### src/design/text_console_char_writer_core_assert.svh
// Assertion macros for the text console character writer
`ifndef TEXT_CONSOLE_CHAR_WRITER_CORE_ASSERT_SVH
`define TEXT_CONSOLE_CHAR_WRITER_CORE_ASSERT_SVH

// Same-cycle implication, masked during reset
`define TCCW_ASSERT_IMP(lbl, clk, rst, a, c, msg) \
  lbl: assert property (@(posedge clk) disable iff (rst) (a) |-> (c)) else $error(msg);

// Next-cycle implication, live during reset
`define TCCW_ASSERT_NXT(lbl, clk, a, c, msg) \
  lbl: assert property (@(posedge clk) (a) |=> (c)) else $error(msg);

`endif

### src/design/tccw_pkg.sv
// Shared types, constants and helpers for the text console character writer
`timescale 1ns / 1ps

package tccw_pkg;

  localparam int DEF_SCREEN_COLUMNS = 90;
  localparam int DEF_SCREEN_ROWS    = 30;

  localparam int CODE_W      = 8;
  localparam int INDEX_W     = 12;
  localparam int CELL_W      = 16;
  localparam int POS_W       = 12;
  localparam int COLOUR_W    = 4;
  localparam int CFG_INDEX_W = 1;
  localparam int QUEUE_DEPTH = 2;

  localparam logic [CODE_W-1:0]   NEWLINE_CODE = 8'd10;
  localparam logic [CODE_W-1:0]   SPACE_CODE   = 8'h20;
  localparam logic [CELL_W-1:0]   RESET_CELL   = 16'h0F20;
  localparam logic [COLOUR_W-1:0] RESET_FG     = 4'hF;
  localparam logic [COLOUR_W-1:0] RESET_BG     = 4'h0;

  // Operation field codes
  localparam logic OP_PUT  = 1'b0;
  localparam logic OP_READ = 1'b1;

  // Configuration register indexes
  localparam logic [CFG_INDEX_W-1:0] CFG_FOREGROUND = 1'b0;
  localparam logic [CFG_INDEX_W-1:0] CFG_BACKGROUND = 1'b1;

  typedef enum logic [1:0] {
    CMD_CHAR      = 2'd0,
    CMD_NEWLINE   = 2'd1,
    CMD_READ      = 2'd2,
    CMD_READ_NONE = 2'd3
  } cmd_kind_t;

  typedef struct packed {
    cmd_kind_t            kind;
    logic [CODE_W-1:0]    code;
    logic [INDEX_W-1:0]   index;
  } cmd_t;

  typedef struct packed {
    logic [COLOUR_W-1:0] background;
    logic [COLOUR_W-1:0] foreground;
  } colour_t;

  typedef struct packed {
    logic clearing;
    logic scrolling;
  } status_t;

  function automatic logic [CELL_W-1:0] make_cell(colour_t c, logic [CODE_W-1:0] code);
    return {c.background, c.foreground, code};
  endfunction

endpackage

### src/design/tccw_channels.sv
// Request and result channel interfaces
`timescale 1ns / 1ps

interface tccw_req_if;
  import tccw_pkg::*;
  logic               valid;
  logic               ready;
  logic               operation;
  logic [CODE_W-1:0]  char_code;
  logic [INDEX_W-1:0] cell_index;
  modport source (output valid, operation, char_code, cell_index, input ready);
  modport sink   (input valid, operation, char_code, cell_index, output ready);
endinterface


### src/design/tccw_front.sv
// Front end: takes requests, classifies them and queues commands for the back end
`timescale 1ns / 1ps

module tccw_front #(
  parameter int SCREEN_COLUMNS = tccw_pkg::DEF_SCREEN_COLUMNS,
  parameter int SCREEN_ROWS    = tccw_pkg::DEF_SCREEN_ROWS
) (
  input  logic          clk,
  input  logic          rst,
  tccw_req_if.sink      req,
  input  logic          hold,
  output logic          cmd_valid,
  output tccw_pkg::cmd_t cmd,
  input  logic          cmd_pop
);
  import tccw_pkg::*;

  localparam int CELLS = SCREEN_COLUMNS * SCREEN_ROWS;
  localparam int PTR_W = (QUEUE_DEPTH > 1) ? $clog2(QUEUE_DEPTH) : 1;
  localparam int CNT_W = $clog2(QUEUE_DEPTH + 1);
  localparam logic [PTR_W-1:0] PTR_LAST = PTR_W'(QUEUE_DEPTH - 1);
  localparam logic [CNT_W-1:0] CNT_FULL = CNT_W'(QUEUE_DEPTH);

  cmd_t             entries [QUEUE_DEPTH];
  logic [PTR_W-1:0] wr_ptr;
  logic [PTR_W-1:0] rd_ptr;
  logic [CNT_W-1:0] count;
  logic             push;
  cmd_t             incoming;

  // Classify the request
  always_comb begin
    incoming.code  = req.char_code;
    incoming.index = req.cell_index;
    if (req.operation == OP_READ) begin
      incoming.kind = (32'(req.cell_index) < 32'(CELLS)) ? CMD_READ : CMD_READ_NONE;
    end else begin
      incoming.kind = (req.char_code == NEWLINE_CODE) ? CMD_NEWLINE : CMD_CHAR;
    end
  end

  assign req.ready = (count != CNT_FULL) && !hold;
  assign push      = req.valid && req.ready;
  assign cmd_valid = (count != '0);
  assign cmd       = entries[rd_ptr];

  // Queue storage
  always_ff @(posedge clk) begin
    if (push) begin
      entries[wr_ptr] <= incoming;
    end
  end

  // Queue pointers and fill level
  always_ff @(posedge clk) begin
    if (rst) begin
      wr_ptr <= '0;
      rd_ptr <= '0;
      count  <= '0;
    end else begin
      if (push) begin
        wr_ptr <= (wr_ptr == PTR_LAST) ? '0 : wr_ptr + 1'b1;
      end
      if (cmd_pop) begin
        rd_ptr <= (rd_ptr == PTR_LAST) ? '0 : rd_ptr + 1'b1;
      end
      unique case ({push, cmd_pop})
        2'b10:   count <= count + 1'b1;
        2'b01:   count <= count - 1'b1;
        default: count <= count;
      endcase
    end
  end

endmodule

### src/flat_wrapper.sv
// flat-port wrapper written by rule: the top's interface ports become plain ports
module tccw_front_flat import tccw_pkg::*;
#(
  parameter int SCREEN_COLUMNS = tccw_pkg::DEF_SCREEN_COLUMNS,
  parameter int SCREEN_ROWS    = tccw_pkg::DEF_SCREEN_ROWS
)
  (clk, rst, hold, cmd_valid, cmd, cmd_pop, req_valid, req_operation, req_char_code, req_cell_index, req_ready);
  tccw_req_if req_i ();
  input  logic clk;
  input  logic rst;
  input  logic hold;
  output logic cmd_valid;
  output tccw_pkg::cmd_t cmd;
  input  logic cmd_pop;
  input wire logic [$bits(req_i.valid)-1:0] req_valid;
  input wire logic [$bits(req_i.operation)-1:0] req_operation;
  input wire logic [$bits(req_i.char_code)-1:0] req_char_code;
  input wire logic [$bits(req_i.cell_index)-1:0] req_cell_index;
  output wire logic [$bits(req_i.ready)-1:0] req_ready;
  assign req_i.valid = req_valid;
  assign req_i.operation = req_operation;
  assign req_i.char_code = req_char_code;
  assign req_i.cell_index = req_cell_index;
  assign req_ready = req_i.ready;
  tccw_front #(.SCREEN_COLUMNS(SCREEN_COLUMNS), .SCREEN_ROWS(SCREEN_ROWS)) u_core (.clk(clk), .rst(rst), .req(req_i), .hold(hold), .cmd_valid(cmd_valid), .cmd(cmd), .cmd_pop(cmd_pop));
endmodule
### config.mk
export PLATFORM = sky130hd
export DESIGN_NAME = tccw_front_flat
export DESIGN_NICKNAME = d
export VERILOG_FILES = /design/src/design/text_console_char_writer_core_assert.svh /design/src/design/tccw_pkg.sv /design/src/design/tccw_channels.sv /design/src/design/tccw_front.sv /design/src/flat_wrapper.sv
export SDC_FILE = /design/constraint.sdc
export NUM_CORES = 1
export LEC_CHECK = 0
export BUFFER_PORTS_ARGS = -buffer_cell sky130_fd_sc_hd__buf_2
export CAP_MARGIN = 15
export CORE_MARGIN = 2
export CORE_UTILIZATION = 58
export CTS_BUF_LIST = sky130_fd_sc_hd__clkbuf_8
export CTS_CLUSTER_SIZE = 10
export DETAILED_ROUTE_END_ITERATION = 8
export PLACE_DENSITY_LB_ADDON = 0.2
export RECOVER_POWER = 50
export SLEW_MARGIN = 30
export SYNTH_ARGS = -nofsm -noshare
export SYNTH_HDL_FRONTEND = slang
export SYNTH_SLANG_ARGS = --single-unit
### constraint.sdc
create_clock -name clk -period 3.6 [get_ports clk]
set_input_delay 0.18 -clock clk [delete_from_list [all_inputs] [get_ports clk]]
set_output_delay 0.18 -clock clk [all_outputs]
set_load 0.005 [all_outputs]
* After elaboration in Yosys (flattened, before gate mapping) *
Memories as Yosys holds them, arrays and structs flattened. A register that Yosys moved wholly into a read port is not among the register bits.
Index checks and enable logic that the tools add are counted.

operators by class
  add/subtract/negate cells = 4
  magnitude comparators = 1
  equal/unequal tests = 4
  multiplexer cells = 10
  reduce and logical (&&, ||, !) cells = 5

operators with widths
  kind                                                 number
  less-than comparator 12 bit, second input constant   1
  equality test 8 x 4 -> 1 bit, second input constant  1
  two-way mux 1 bit                                    8
  case mux 2 bit (2 select lines)                      1
  nonzero test 2 bit                                   2
  adder 1 bit, second input constant                   2
  adder 2 x 1 -> 2 bit, second input constant          1
  equality test 2 x 1 -> 1 bit, second input constant  1
  equality test 2 bit, second input constant           1
  logical AND 1 bit                                    2
  two-way mux 2 bit                                    1
  inequality test 2 bit, second input constant         1
  subtractor 2 x 1 -> 2 bit, second input constant     1
  logical NOT 1 bit                                    1

storage, ports and cells
  register bits = 4
  memory bits (writable) = 44
  output and inout bits = 24
  word-level logic and storage cells = 28
  memories kept = 1

memories
  memory          depth  bits a word  rd ports  clocked after memory_dff  write ports  line              RTL
  u_core.entries  2      22           1         1                         1            tccw_front.sv:24  cmd_t entries [QUEUE_DEPTH];

* Logic depth before layout (Yosys ltp) *
  word-level depth = 5
  mapped depth = 6
  mapped depth without buffers = 6

* Worst setup path before layout *
OpenSTA, ideal clock, no wires.

  path type = reg-to-reg
  start point = reg u_core.count[0]
  end point = mem u_core.entries[0][0] (netlist bit) (enable)
  data arrival time = 1.323 ns
  data required time = 3.223 ns
  path slack = 1.900 ns
  cell stages (with the launch flop) = 4
  path buffers = 0
  period minus slack after synthesis = 1.700 ns
  cells stage by stage = dfxtp_1 > nor2b_1 > or4_4 > inv_1

between the ends
  longest elaborated chain between the ends = 5

ends and longest elaborated chain
  what                                     line              RTL
  from (decl)                              tccw_front.sv:27  logic [CNT_W-1:0] count;
  from (signal assigned)                   tccw_front.sv:68  2'b10: count <= count + 1'b1;
  from (signal assigned)                   tccw_front.sv:69  2'b01: count <= count - 1'b1;
  from (signal assigned)                   tccw_front.sv:70  default: count <= count;
  inequality test 2 bit                    tccw_front.sv:42  assign req.ready = (count != CNT_FULL) && !hold;
  logical AND 1 bit                        tccw_front.sv:42
  logical AND 1 bit                        tccw_front.sv:43  assign push = req.valid && req.ready;
  two-way mux 1 bit                        tccw_front.sv:49  if (push) begin
  two-way mux 1 bit (not written as such)  tccw_front.sv:50  entries[wr_ptr] <= incoming;
  to (decl)                                tccw_front.sv:24

Every way passes these cells.

* Worst setup path in the final report *
  start point = reg u_core.count[0]
  end point = mem u_core.entries[0][14] (netlist bit) (enable)

Same word-level chain as after synthesis.

==> metrics <==
most common cell in the netlist=edfxtp_1; Synth cell types=25; clk slew on worst S/H paths=0.08 ns; TritonCTS clock tree=yes; RSZ-0062 raised after global routing=no; syn_nets=between 100 and 150; hold depth=1; Placed Cells=193; Max Cap Viol=0; Gates resized, CTS repair=0; Synth area leaders=edfxtp_1 71%, mux2_2 11%, dfxtp_1 5.4%, mux2_1 1.8%, nor2_1 1.2%; Peak VDD IR=approximately 370 µV; Die Area=around 0.0037 mm²; most instantiated cells after synthesis=44 x edfxtp_1, 19 x mux2_2, 6 x nor2_1; area of the core=0.00305 mm²; clock latency on the worst-skew pair=about 0.30 ns; Final Max Tran Viols=0; FF-to-FF End=u_core.entries[0][14]$_DFFE_PP_; Mapped Avg Cell Area=18.3 µm²; Highest Signal Layer=met4; met3 wire length=approximately 150 µm; leakage=0.797 nW; gpl congestion=0.728; crit path DAT=1.92 ns; CTS root buf=clkbuf_8; Pwr Total=between 1 and 1.5 mW; fin util=73.1%; crit path time final=1.99 ns; # nets final=around 180; die width=~60 µm; critical path type=register to register; asr flop ratio synth=0%; Non-Filler Instances=200; Post-synth EDFFs=44; Worst Setup Start Kind=register; initial core utilization=61.1%; status=completed; CTS HTree Levels=2; Vias=1044; Slew @ Worst Pin=1.06 ns; cells after synthesis=102; worst relative slew slack=29.1%; fmax=503 MHz; flops & latches, synth=49; clock sink count=49; endpoint with the worst hold slack=u_core.entries[1][0]$_DFFE_PP_; slowest cell delay on critical path=around 0.66 ns; setup violators final=0; first-pass GRT wire length=4660 µm; R2R setup slack=about 1.6 ns; global-route usage over all layers=18.8%; CTS Buf Count=5; share of cells above drive strength 1=a little under two fifths; worst-path maximum fanout=22; cts hold-fix bufs=0; Worst path slowest cell=inv_1; synthesized area=0.00186 mm²; Hold WC Path Type=primary input to register; Die Y-Extent=60.7 µm; Syn-to-layout area delta=19.7%; initial antenna violation count=0; Port-buffer cells=49; Fillers=231; final worst-path cycle share=between 50% and 60%; main flop type after synthesis=edfxtp_1; crit end category=register; worst path cell trace=nor2b_1 -> or4_1 -> inv_1; Buffers & Inverters on Critical Path=1; DR DRC count=0; Worst R2R Start=u_core.count[0]$_SDFFE_PP0P_; antenna-violating nets left=0; metal2 WL=1630 µm; top cell type's share of synthesized area=70.9%; pwr dens=~520 mW/mm²; post-CTS setup buffer count=0; post-DR vias/cell=5.22; skew final=0.0101 ns; clk buf depth=2; # diodes=0; IO Count=50; average wire per standard cell=approximately 16 µm; Worst Hold Launch=req_cell_index[0]; count of warnings emitted by yosys=0; register area share after synthesis=approximately 76%; post-synth top area cell=edfxtp_1; M1 WL=roughly 1300 µm; number of global-route vias before repair=approximately 1100; total grt overflow=0; largest net degree at the start of global routing=23; final hold viol count=0; Cell Rows=20; Setup TNS=0 ns; Top delay family on crit path=buffers and inverters; drt first pass iters=4; R2R cell count=3; initial DRC count=27; detailed placer's ending HPWL=2140 µm; CP required=about 3.5 ns; DRT Wirelength=3140 µm
## cell families after synthesis
group                    count (synthesis)  synth area share [%]
adder cells (fa/ha/maj)                  1                 0.671
flip-flops                              49                  76.2
buffers and inverters                    4                 0.940
XOR/XNOR                                 3                  1.41
multiplexers                            22                  13.3
AND/OR/NAND/NOR                         16                  4.97
AO/OA/AOI/OAI                            7                  2.48
## worst reg2reg max path: cells and delay by family, from the launching register on
| family | cells | cell delay [ns] |
|---|---|---|
| buffers and inverters | 1 | 0.66 |
| and+or+nand+nor | 2 | 0.55 |
| DFF | 1 | 0.40 |
## cell usage in the layout, fill, tap and decap left out, drive strengths merged, types with 2 or more instances in the layout
cell / synthesis / layout
edfxtp: 44 / 44
buf: 2 / 29
clkbuf: 0 / 25
mux2: 22 / 22
nor2: 6 / 6
dfxtp: 5 / 5
nand4: 2 / 2
inv: 2 / 2
xnor2: 2 / 2
a21oi: 2 / 2
or3: 2 / 2
## per-layer routing
metal / track usage (%) / up-vias
met1: 19.8 / 510
li1: - / 501
met5: 0 / -
met4: 7.14 / 0
met2: 33.3 / 28
met3: 7.89 / 5
## registers in the layout, summed over array words and instances (netlist names), named ones only
name / cells
u_core.rd_ptr: 1
u_core.count: 2
u_core.wr_ptr: 1
u_core.entries: 44
## per-stage QoR
stage	hold slack, ns	instance area [µm²]	setup slack, ns
after floorplan	0.249	1860	1.90
after global placement	0.372	2150	1.71
after detailed placement	0.374	2150	1.61
after CTS	0.0606	2260	1.57
after global routing	0.0626	2230	1.50
final	0.0674	2230	1.61
## worst max path at each step
stage / start / slack, ns / endpoint / cells past startpoint
2_1_floorplan: u_core.count[0]$_SDFFE_PP0P_ / 1.90 / u_core.entries[0][0]$_DFFE_PP_ / 3
3_3_place_gp: u_core.count[0]$_SDFFE_PP0P_ / 1.71 / u_core.entries[0][18]$_DFFE_PP_ / 3
3_5_place_dp: u_core.count[0]$_SDFFE_PP0P_ / 1.61 / u_core.entries[0][9]$_DFFE_PP_ / 3
4_1_cts: register / 1.57 / cmd[7] / 2
5_1_grt: u_core.count[0]$_SDFFE_PP0P_ / 1.50 / u_core.entries[0][6]$_DFFE_PP_ / 3
6_report: u_core.count[0]$_SDFFE_PP0P_ / 1.61 / u_core.entries[0][14]$_DFFE_PP_ / 3
## power by group
group	switching, mW	leakage, nW	internal [mW]
clock	0.171	0.0540	0.202
combinational	0.0572	0.298	0.0629
sequential	0.0189	0.445	0.652
## final cells by class
type                            instances  area [µm²]  share of cell area (%)
Inverter                                2        7.51                   0.337
Sequential cell                        49        1420                    63.8
Clock buffer                            5        68.8                    3.08
Tap cell                               44        55.1                    2.47
Timing Repair Buffer                   49         220                    9.87
Clock inverter                          2        35.0                    1.57
Multi-Input combinational cell         49         422                    18.9
(Power assumes the default switching activity.)
